`config.mk`:
```
export PLATFORM = sky130hd
export DESIGN_NAME = gsc_ram
export DESIGN_NICKNAME = d
export VERILOG_FILES = /design/src/rtl/core/gsc_ram.sv
export SDC_FILE = /design/constraint.sdc
export NUM_CORES = 1
export LEC_CHECK = 0
export ABC_CLOCK_PERIOD_IN_PS = 4400
export BUFFER_PORTS_ARGS = -buffer_cell sky130_fd_sc_hd__buf_2
export CORE_ASPECT_RATIO = 2
export CORE_MARGIN = 4
export CORE_UTILIZATION = 40
export DETAILED_ROUTE_END_ITERATION = 8
export GPL_TIMING_DRIVEN = 1
export MAX_ROUTING_LAYER = met4
export PLACE_DENSITY = 0.58
export SLEW_MARGIN = 40
export SYNTH_ARGS = -nofsm -noshare
export SYNTH_HDL_FRONTEND = slang
export SYNTH_SLANG_ARGS = --single-unit
export TNS_END_PERCENT = 30
```
`constraint.sdc`:
```
create_clock -name clk_i -period 4.4 [get_ports clk_i]
set_input_delay 0.66 -clock clk_i [delete_from_list [all_inputs] [get_ports clk_i]]
set_output_delay 0.66 -clock clk_i [all_outputs]
set_load 0.01 [all_outputs]
```
`src/rtl/core/gsc_ram.sv`:
```
// Generic single-write, single-read RAM with registered read data.
// No dependencies.
module gsc_ram #(
  parameter int WIDTH = 8,
  parameter int DEPTH = 16,
  localparam int AW = (DEPTH > 1) ? $clog2(DEPTH) : 1
) (
  input  logic             clk_i,
  input  logic             we_i,
  input  logic [AW-1:0]    waddr_i,
  input  logic [WIDTH-1:0] wdata_i,
  input  logic [AW-1:0]    raddr_i,
  output logic [WIDTH-1:0] rdata_o
);

  logic [WIDTH-1:0] mem_q [DEPTH];

  always_ff @(posedge clk_i) begin
    if (we_i) begin
      mem_q[waddr_i] <= wdata_i;
    end
    rdata_o <= mem_q[raddr_i];
  end

endmodule

```
==> impl_metrics.env <==
export IMPL_drt_drc_violations_left=0
export IMPL_nNetsFinal=281
export IMPL_cts_htree_levels=4
export IMPL_first_global_vias=2554
export IMPL_max_clock_freq_mhz=524.1
export IMPL_ir_worst_vdd_uv=277.8
export IMPL_max_cap_violations=0
export IMPL_run_status="complete, no violations"
export IMPL_multiInputGateArea_um2=1126
export IMPL_finalClockSkew_ns=0.008029
export IMPL_hold_violations=0
export IMPL_yosysSeqAreaShare_pct=77.78
export IMPL_worstPathRequired_ns=4.43
export IMPL_setup_violations=0
export IMPL_tightest_slew_ns=0.8384
export IMPL_cp_end_kind="flip-flop"
export IMPL_type_of_origin_of_the_critical_path="input port"
export IMPL_final_cell_area_um2=6056
export IMPL_period_utilisation_layout_pct=43.37
export IMPL_number_of_i_o_port_buffers=25
export IMPL_num_rows=58
export IMPL_core_area_um2=12630
export IMPL_ys_warnings_count=0
export IMPL_cellLeakagePower_nw=2.001
export IMPL_post_drt_wl_per_cell_um=24.15
export IMPL_power_per_cell_area_nw_per_um2=501.1
export IMPL_top_level_ports=26
export IMPL_cts_setup_buffers=0
export IMPL_area_delta_synth_final_pct=17.65
export IMPL_total_via_count_after_detailed_routing=2346
export IMPL_grt_max_degree=33
export IMPL_rsz0062_at_grt="false"
export IMPL_cts_clk_slew_worst_paths_ns=0.06
export IMPL_post_cts_resize_count=0
export IMPL_final_fill_count=1095
export IMPL_report_final_slew_viol_count=0
export IMPL_netlist_area_um2=5147
export IMPL_final_seq_area_um2=4004
export IMPL_insertedDiodeCount=0
export IMPL_timing_hold_ws_ns=0.6295
export IMPL_syn_area_per_cell_um2=22.48
export IMPL_syn_num_nets=247
export IMPL_placed_cell_area_um2=5443
export IMPL_final_layout_size_suffix_gt1_share_pct=31.52
export IMPL_ys_ff_latch=136
export IMPL_layout_cells_non_filler=426
export IMPL_via_per_inst=5.507
export IMPL_postSynth_topFlopCell="edfxtp_1"
export IMPL_clock_sinks=136
export IMPL_initial_antenna_violation_count=0
export IMPL_tns_ns=0
export IMPL_final_antenna_net_count=0
export IMPL_grt_pass1_wl_mm=15.80
export IMPL_die_width_um=88.22
export IMPL_number_of_drc_markers_after_the_initial_detailed_route_iteration=171
export IMPL_dp_cells=394
export IMPL_crit_path_max_fanout=8
export IMPL_cp_top_family="simple AND/OR/NAND/NOR gates"
export IMPL_globalRoute_totalOverflow=0
export IMPL_worstHoldPathType="input port to flip-flop"
export IMPL_clockBufferDepth=2
export IMPL_worst_path_largest_cell_delay_ns=0.62
export IMPL_slew_headroom_pct=44.10
export IMPL_totalWireLength_mm=10.29
export IMPL_crit_path_cell_trace="buf_2 > or3b_2 > nor3_2"
export IMPL_worst_endpoint_arrival_ns=1.94
export IMPL_final_min_clock_period_ns=1.908
export IMPL_clock_root_buffer="clkbuf_16"
export IMPL_yosys_cell_types_count=19
export IMPL_critPathBufInv=1
export IMPL_reg2reg_setup_slack_ns=3.10
export IMPL_tritoncts="yes"
export IMPL_postSynthCellCount=229
export IMPL_finalWeightedCongestion=0.7030
export IMPL_layout_setup_ws_ns=2.492
export IMPL_grt_usage_pct=15.65
export IMPL_count_of_tritonroute_iterations_in_the_first_routing_pass=4
export IMPL_number_of_synthesized_flops_with_an_enable_pin=128
export IMPL_cp_slowest_cell="nor3_2"
export IMPL_timing_worst_setup_path_type="input port to flip-flop"
export IMPL_die_h_um=168.4
export IMPL_worst_skew_pair_late_latency_ns=0.41
export IMPL_initial_core_util_pct=40.76
export IMPL_post_cts_hold_buffer_count=0
export IMPL_async_flop_share_pct=0
export IMPL_post_dp_hpwl_mm=6.643
export IMPL_detailedPlace_worstSlack_ns=2.021
export IMPL_die_area_um2=14860
export IMPL_cts_buffers_inserted=17
-- cells in the mapped netlist (2+ instances only) --
cell	count	share of area, %
nand2b_1	2	0.24
mux4_2	18	7.9
clkdlybuf4s25_2	3	0.58
nand2_1	9	0.66
nand3b_1	2	0.29
nor2_1	13	0.95
edfxtp_1	128	75
nor3_1	4	0.39
buf_2	3	0.29
dfxtp_1	8	3.1
mux4_1	14	7.1
a22oi_1	16	2.3
buf_6	3	0.66
-- stage by stage --
stage / power, W / util, %
3_5_place_dp: 0.001621 / 43.10
6_report: 0.003035 / 47.96
2_1_floorplan: 0.001559 / -
3_3_place_gp: 0.001614 / 42.68
5_1_grt: 0.003130 / 47.96
4_1_cts: 0.003063 / 47.94
-- path summary, 6_finish.rpt --
kind | from | to | depth (start not counted)
max | waddr_i[2] | mem_q[0][2] | 3
min | wdata_i[0] | mem_q[4][0] | 1
max reg2reg | mem_q[1][2] | rdata_o[2] | 3
min reg2reg | mem_q[12][5] | rdata_o[5] | 3
-- flip-flops by register name, summed over array words and instances (netlist names) --
signal   count
mem_q      128
rdata_o      8
-- layout by cell type (no fill, tap or decap), drive strengths merged --
master / n
edfxtp: 128
mux4: 32
buf: 25
clkbuf: 24
a22oi: 16
nor2: 13
nand2: 9
dfxtp: 8
nor3: 4
clkinv: 4
bufinv: 3
nand3b: 2
nand2b: 2
nor2b: 1
and2: 1
and2b: 1
nand3: 1
or3b: 1
clkinvlp: 1
-- routing by layer --
metal  wire length [um]  vias up  part of all wire, %  track usage [%]
li1                   -     1038                    -                -
met1               3936     1237                   38            17.70
met2               5876       61                   57            26.61
met3                350       10                  3.4            3.575
met4                126        0                  1.2            5.724
met5                  0        -                    0                -
-- cells by family (layout without fill, tap and decap cells) --
family / count (synthesis) / count (layout) / share of synthesized area [%]
AOI/OAI and AO/OA: 16 / 16 / 2.334
buffers and inverters: 10 / 57 / 1.677
DFF: 136 / 136 / 77.78
muxes: 32 / 32 / 15.02
and+or+nand+nor: 35 / 35 / 3.184
-- power breakdown --
| part | switching [W] | leakage (nW) | internal (W) |
|---|---|---|---|
| Clock | 0.000497 | 0.296 | 0.000948 |
| Combinational | 0.0000792 | 0.481 | 0.0000524 |
| Sequential | 0.00000868 | 1.22 | 0.00145 |
| Total | 0.000585 | 2.00 | 0.00245 |
-- final cells by class --
cell class / instances / area share [%]
tap: 150 / 3.099
sequential: 136 / 66.12
timing repair buffer: 25 / 2.107
clock buffer: 24 / 8.120
clock inverter: 8 / 1.963
multi-input combinational: 83 / 18.60
(Power assumes the default switching activity.)
