===== src/rtl/core/gsc_pkg.sv =====
// Shared types and constants for the grid step cost and neighbor block.
// No dependencies; every other file but gsc_ram imports this package.
package gsc_pkg;

  localparam int DEF_MAX_COLS = 64;
  localparam int DEF_MAX_ROWS = 64;

  localparam int CFG_W     = 7;
  localparam int CFG_IDX_W = 2;
  localparam int ID_W      = 12;
  localparam int COORD_W   = 6;
  localparam int KIND_W    = 2;
  localparam int MASK_W    = 8;
  localparam int SLOTS     = 3;
  localparam int CELL_W    = 2 * CFG_W;

  localparam logic [CFG_W-1:0] RESET_COLS = 7'd64;
  localparam logic [CFG_W-1:0] RESET_ROWS = 7'd64;

  typedef enum logic [KIND_W-1:0] {
    KIND_WRITE = 2'd0,
    KIND_COST  = 2'd1,
    KIND_NBR   = 2'd2
  } kind_e;

  typedef enum logic [CFG_IDX_W-1:0] {
    CFG_COLS = 2'd0,
    CFG_ROWS = 2'd1
  } cfg_idx_e;

  typedef enum logic [2:0] {
    ST_CLEAR,
    ST_IDLE,
    ST_DIV,
    ST_READ,
    ST_WB,
    ST_EVAL,
    ST_DONE
  } state_e;

  // Quotient and remainder of both cell ids by the column count
  typedef struct packed {
    logic [ID_W-1:0]  quo_a;
    logic [CFG_W-1:0] rem_a;
    logic [ID_W-1:0]  quo_b;
    logic [CFG_W-1:0] rem_b;
  } div_res_t;

  // Neighbor offsets, order UL, U, UR, L, R, DL, D, DR; up is row - 1
  localparam logic signed [1:0] STEP_DX [MASK_W] =
    '{-2'sd1, 2'sd0, 2'sd1, -2'sd1, 2'sd1, -2'sd1, 2'sd0, 2'sd1};
  localparam logic signed [1:0] STEP_DY [MASK_W] =
    '{-2'sd1, -2'sd1, -2'sd1, 2'sd0, 2'sd0, 2'sd1, 2'sd1, 2'sd1};

endpackage


===== src/rtl/core/gsc_div.sv =====
// Restoring divider: splits two cell ids by one column count, a bit a cycle.
// Depends on gsc_pkg.
module gsc_div (
  input  logic                          clk_i,
  input  logic                          rst_ni,
  input  logic                          start_i,
  input  logic [gsc_pkg::ID_W-1:0]      dvd_a_i,
  input  logic [gsc_pkg::ID_W-1:0]      dvd_b_i,
  input  logic [gsc_pkg::CFG_W-1:0]     dvs_i,
  output logic                          done_o,
  output gsc_pkg::div_res_t             res_o
);
  import gsc_pkg::*;

  localparam int CNT_W = $clog2(ID_W);

  logic                 busy_q;
  logic                 done_q;
  logic [CNT_W-1:0]     cnt_q;
  logic [CFG_W-1:0]     dvs_q;
  logic [ID_W-1:0]      qa_q, qb_q;
  logic [CFG_W-1:0]     ra_q, rb_q;
  logic [CFG_W:0]       step_a, step_b;

  // Shift in one dividend bit, subtract the divisor when it fits
  function automatic logic [CFG_W:0] div_step(input logic [CFG_W-1:0] rem,
                                              input logic msb,
                                              input logic [CFG_W-1:0] dvs);
    logic [CFG_W:0] sh;
    logic [CFG_W:0] diff;
    sh   = {rem, msb};
    diff = sh - {1'b0, dvs};
    if (sh >= {1'b0, dvs}) begin
      return {1'b1, diff[CFG_W-1:0]};
    end
    return {1'b0, sh[CFG_W-1:0]};
  endfunction

  assign step_a = div_step(ra_q, qa_q[ID_W-1], dvs_q);
  assign step_b = div_step(rb_q, qb_q[ID_W-1], dvs_q);

  always_ff @(posedge clk_i or negedge rst_ni) begin
    if (!rst_ni) begin
      busy_q <= 1'b0;
      done_q <= 1'b0;
      cnt_q  <= '0;
    end else if (start_i) begin
      busy_q <= 1'b1;
      done_q <= 1'b0;
      cnt_q  <= '0;
    end else if (busy_q) begin
      cnt_q <= cnt_q + CNT_W'(1);
      if (cnt_q == CNT_W'(ID_W - 1)) begin
        busy_q <= 1'b0;
        done_q <= 1'b1;
      end
    end else begin
      done_q <= 1'b0;
    end
  end

  always_ff @(posedge clk_i) begin
    if (start_i) begin
      qa_q  <= dvd_a_i;
      qb_q  <= dvd_b_i;
      ra_q  <= '0;
      rb_q  <= '0;
      dvs_q <= dvs_i;
    end else if (busy_q) begin
      qa_q <= {qa_q[ID_W-2:0], step_a[CFG_W]};
      qb_q <= {qb_q[ID_W-2:0], step_b[CFG_W]};
      ra_q <= step_a[CFG_W-1:0];
      rb_q <= step_b[CFG_W-1:0];
    end
  end

  assign done_o = done_q;
  assign res_o  = '{quo_a: qa_q, rem_a: ra_q, quo_b: qb_q, rem_b: rb_q};

endmodule


===== config.mk =====
export PLATFORM = sky130hd
export DESIGN_NAME = gsc_div
export DESIGN_NICKNAME = d
export VERILOG_FILES = /design/src/rtl/core/gsc_pkg.sv /design/src/rtl/core/gsc_div.sv
export SDC_FILE = /design/constraint.sdc
export NUM_CORES = 1
export LEC_CHECK = 0
export ABC_CLOCK_PERIOD_IN_PS = 2730
export BUFFER_PORTS_ARGS = -buffer_cell sky130_fd_sc_hd__buf_2
export CAP_MARGIN = 20
export CORE_MARGIN = 2
export CORE_UTILIZATION = 54
export CTS_BUF_LIST = sky130_fd_sc_hd__clkbuf_16
export DETAILED_ROUTE_END_ITERATION = 8
export GPL_TIMING_DRIVEN = 0
export HOLD_SLACK_MARGIN = 0.12
export PLACE_DENSITY = 0.9
export SYNTH_ARGS = -nofsm -noshare
export SYNTH_HDL_FRONTEND = slang
export SYNTH_SLANG_ARGS = --single-unit

===== constraint.sdc =====
create_clock -name clk_i -period 2.73 [get_ports clk_i]
set_clock_uncertainty 0.15 [all_clocks]
set_input_delay 0.1365 -clock clk_i [delete_from_list [all_inputs] [get_ports clk_i]]
set_output_delay 0.1365 -clock clk_i [all_outputs]
set_load 0.01 [all_outputs]

==> results list <==
- The run finished with clean final reports.
* Period utilisation layout: 0.9553
- The total area inside the core boundary comes to 5507 um^2.
- Fraction of post-synthesis cell area in the top cell type by area: 0.3015
- Post-CTS timing repair inserted 0 buffers for setup.
- Residual DRC: 0
- Crit Reg-Reg Startpoint: dvs_q[0]$_DFFE_PP_
- Crit path from: start_i
- Remaining antenna violation count: 0
- Required time of the critical path: 2.51 ns
- The largest individual stage delay along the critical path comes from the cell or2_2.
- Summing all non-filler instances in the final layout gives an area of 4024 um^2.
* Number of global-route vias before repair: 2,867
* Share of the core filled with cells: 0.7307
- Seq pwr share: 0.335
- Number of instances on the worst hold path: 2
- Arrival time of the worst setup path: 2.39 ns
* Wire length of the first global-routing pass: 14,360 um
- Reg clk slew, reported paths: 0.07 ns
- In the synthesized netlist the dominant register cell turns out to be edfxtp_1.
- Of the total power, the clock network draws 0.187.
* Starting Density: 0.5608
- Number of gates resized after CTS: 0
- Final TNS setup: 0 ns
- Top post-synthesis cells by area: edfxtp_1 30%, dfxtp_1 9.1%, mux2_2 8.0%, ha_1 6.1%, dfrtp_1 4.9%
* Detailed Place HPWL: 5725 um
- Hold/Removal Path Class: reg -> reg
* Internal power: 2.122 mW
- Clock latency on the worst-skew pair: 0.29 ns
* Kind of critical path: in -> reg
- Counting flops and latches in the post-synthesis netlist gives 51.
- For this block, the via count after detailed routing is 2,803.
- Mean instance size in the synthesized netlist: 10.91 um^2
* Count of pins over their slew limit: 0
- After detailed routing, the average wire length per cell comes to 19.46 um.
* Slew at the pin with the worst max-slew slack: 0.6209 ns
- Min-delay src: done_o$_DFFE_PN0P_
- The floorplan has 27 rows.
- In this run the tightest slew margin relative to its limit is 0.5860.
* Die Area: 6339 um^2
- Delay of the slowest critical-path stage: 0.59 ns
- Total count of hold-check failures in the final report: 0
- Number of setup violations in the final report: 0
- Worst-path fanout max: 24
- Prior to clock tree synthesis, the placed netlist has a worst setup slack of 0.2337 ns.
* Cells along the critical path: dlygate4sd3_1, buf_2, clkbuf_1, clkbuf_1, or2_2
* Instance count of the mapped netlist: 283
- Num CTS Buffers: 5
- During synthesis, Yosys emitted a total of 0 warnings.
- The worst setup path is launched from an input port.
- Registers take 1361 um^2.
- Counting instances in the post-synthesis netlist gives the leading cell types as 31 x edfxtp_1, 22 x mux2_2, 19 x inv_1, 19 x nor2_1, 15 x ha_1.
* Number of DRC markers after the initial detailed-route iteration: 188
- Per-cell via count in the routed design: 5.977
* Maximum resistive drop on vdd: 0.4147 mV
- In the global route stage, overall resource usage came out at 0.2959.
- The share of the Yosys chip area taken by registers is 0.4408.
* Clock period minus final worst setup slack: 2.608 ns
- In the final layout, the multi-input gates occupy 1550 um^2.
- In this run, synthesis inferred 31 flip-flops with an integrated enable.
- Clock Tree Root: clkbuf_16
- Max-capacitance violation count: 0
* Chip Height: 79.62 um
- The clock net in this run drives a total of 51 sinks.
- Area post-placement: 3538 um^2
- Net switching power: 1.338 mW
- The clock passes through at most 2 buffers.
- Portion of total power attributed to combinational logic: 0.479
* Total number of nets in the final design: 447
- H-tree levels: 2
- In this run the horizontal extent of the chip is 79.62 um.
* Pre-Repair DR Iteration Count: 5
- The layout has 372 filler cells.
* Power density relative to cell area: 859.8 nW/um^2
- For this design, the CTS-stage hold fixing added 34 buffers.
- During placement, the flow inserted port buffers numbering 72.
- In the synthesized netlist the async set-or-reset flop fraction comes to 0.1176.
- Antenna violations before repair: 0
- The number of antenna diodes in the final layout is 0.
- Synthesized cell area: 3088 um^2
- Area growth syn-to-layout: 30.31%
- At the end of routability-driven placement, the weighted congestion stood at 0.8849.
* Reg-to-reg critical path endpoint: ra_q[0]$_SDFFE_PP0P_
* Leakage dissipation: 1.746 nW
- Cell mode on critical path: clkbuf_1
- Setup repair after global routing missed its margin: no
- Non-filler cells, final: 469
* Last element of the critical path: qa_q[8]$_DFFE_PP_
* Depth of the worst register-to-register path: 8
- Worst setup EP type: register
* Global-route congestion overflow total: 0
* Wirelength, routed: 9128 um
- After synthesis, the netlist uses 53 different library cells.
- edfxtp_1 is the most common cell in the netlist.
* Largest net degree at the start of global routing: 25
- When the netlist entered floorplanning its net count stood at 334.
- Cell type with the highest aggregate area in the netlist: edfxtp_1
- Of the cells placed in the final design, the portion with a size suffix greater than 1 is 0.3123.
- Cell count after placement: 427
- Across all register-to-register paths, the minimum setup slack is 0.21 ns.
* Fmax: 383.4 MHz
- Proportion of total power due to net switching: 0.3868
- The worst path meets setup with 0.1220 ns of slack.
- TritonCTS built the clock tree.
- In this run the count of I/O pins placed on the die edge is 73.
==> layer usage <==
metal,track usage,part of all wire,vias up
met1,0.3561,0.40,1342
li1,-,-,1292
met2,0.5277,0.51,150
met4,0.09483,0.020,0
met5,0,0,-
met3,0.05995,0.072,19
==> worst min-delay path by stage <==
stage / end
global route: dvs_q[1]$_DFFE_PP_
floorplan: busy_q$_DFF_PN0_
detailed placement: cnt_q[1]$_DFFE_PN0P_
CTS: done_o$_DFFE_PN0P_
global placement: cnt_q[1]$_DFFE_PN0P_
finish: done_o$_DFFE_PN0P_
==> worst max-delay path: cells and delay by family <==
kind	cells	cell delay, ns
buffers and inverters	4	1.64
AND/OR/NAND/NOR	1	0.59
==> cell families after synthesis <==
family,synth area share
muxes,0.08995
AOI/OAI and AO/OA,0.1669
adders and majority gates,0.07374
xor gates and xnor gates,0.02269
DFF,0.4408
buffers and inverters,0.05713
and+or+nand+nor,0.1487
==> power groups by stage <==
stage	clock [mW]	combinational, mW	sequential, mW
floorplan	0	1.10	1.19
finish	0.647	1.66	1.16
CTS	0.641	1.62	1.15
detailed placement	0	1.56	1.16
global placement	0	1.51	1.15
global route	0.678	1.79	1.17
==> per-stage QoR <==
stage | total power [mW] | hold WS, ns
2_1_floorplan | 2.291 | -0.3091
3_3_place_gp | 2.660 | -0.1836
6_report | 3.460 | 0.3929
3_5_place_dp | 2.723 | -0.1866
4_1_cts | 3.405 | 0.3948
5_1_grt | 3.643 | 0.4075
==> flip-flops by register name, indices dropped and copies added, names as in the netlist <==
signal	cells
busy_q	1
done_o	1
rb_q	7
qb_q	12
cnt_q	4
ra_q	7
qa_q	12
dvs_q	7
==> cell type report <==
type,count,area share
Buffer,18,0.02612
Clock buffer,5,0.03109
Clock inverter,3,0.004975
Inverter,19,0.01772
Multi-Input combinational cell,195,0.3853
Sequential cell,51,0.3383
Tap cell,72,0.02239
Timing Repair Buffer,106,0.1741
==> placed cells by master, fill, tap and decap left out, drive strengths merged, types with 3 or more instances in the layout <==
cell,netlist,layout
nand4,6,6
nor2b,7,7
a211oi,5,5
a21o,4,4
o21a,3,3
dfrtp,6,6
a41oi,8,8
clkbuf,9,14
a21oi,3,3
or3b,3,3
ha,15,15
mux2,22,22
o31ai,4,4
nand2b,6,6
o21bai,3,3
buf,9,81
o221ai,3,3
xnor2,6,6
dfxtp,14,14
edfxtp,31,31
nand3,3,3
nand2,13,13
nor3,3,3
o21ai,9,9
nor3b,12,12
a311oi,5,5
mux2i,3,3
or2,6,6
inv,19,21
dlygate4sd3,0,34
nor2,19,19
(Power assumes the default switching activity.)
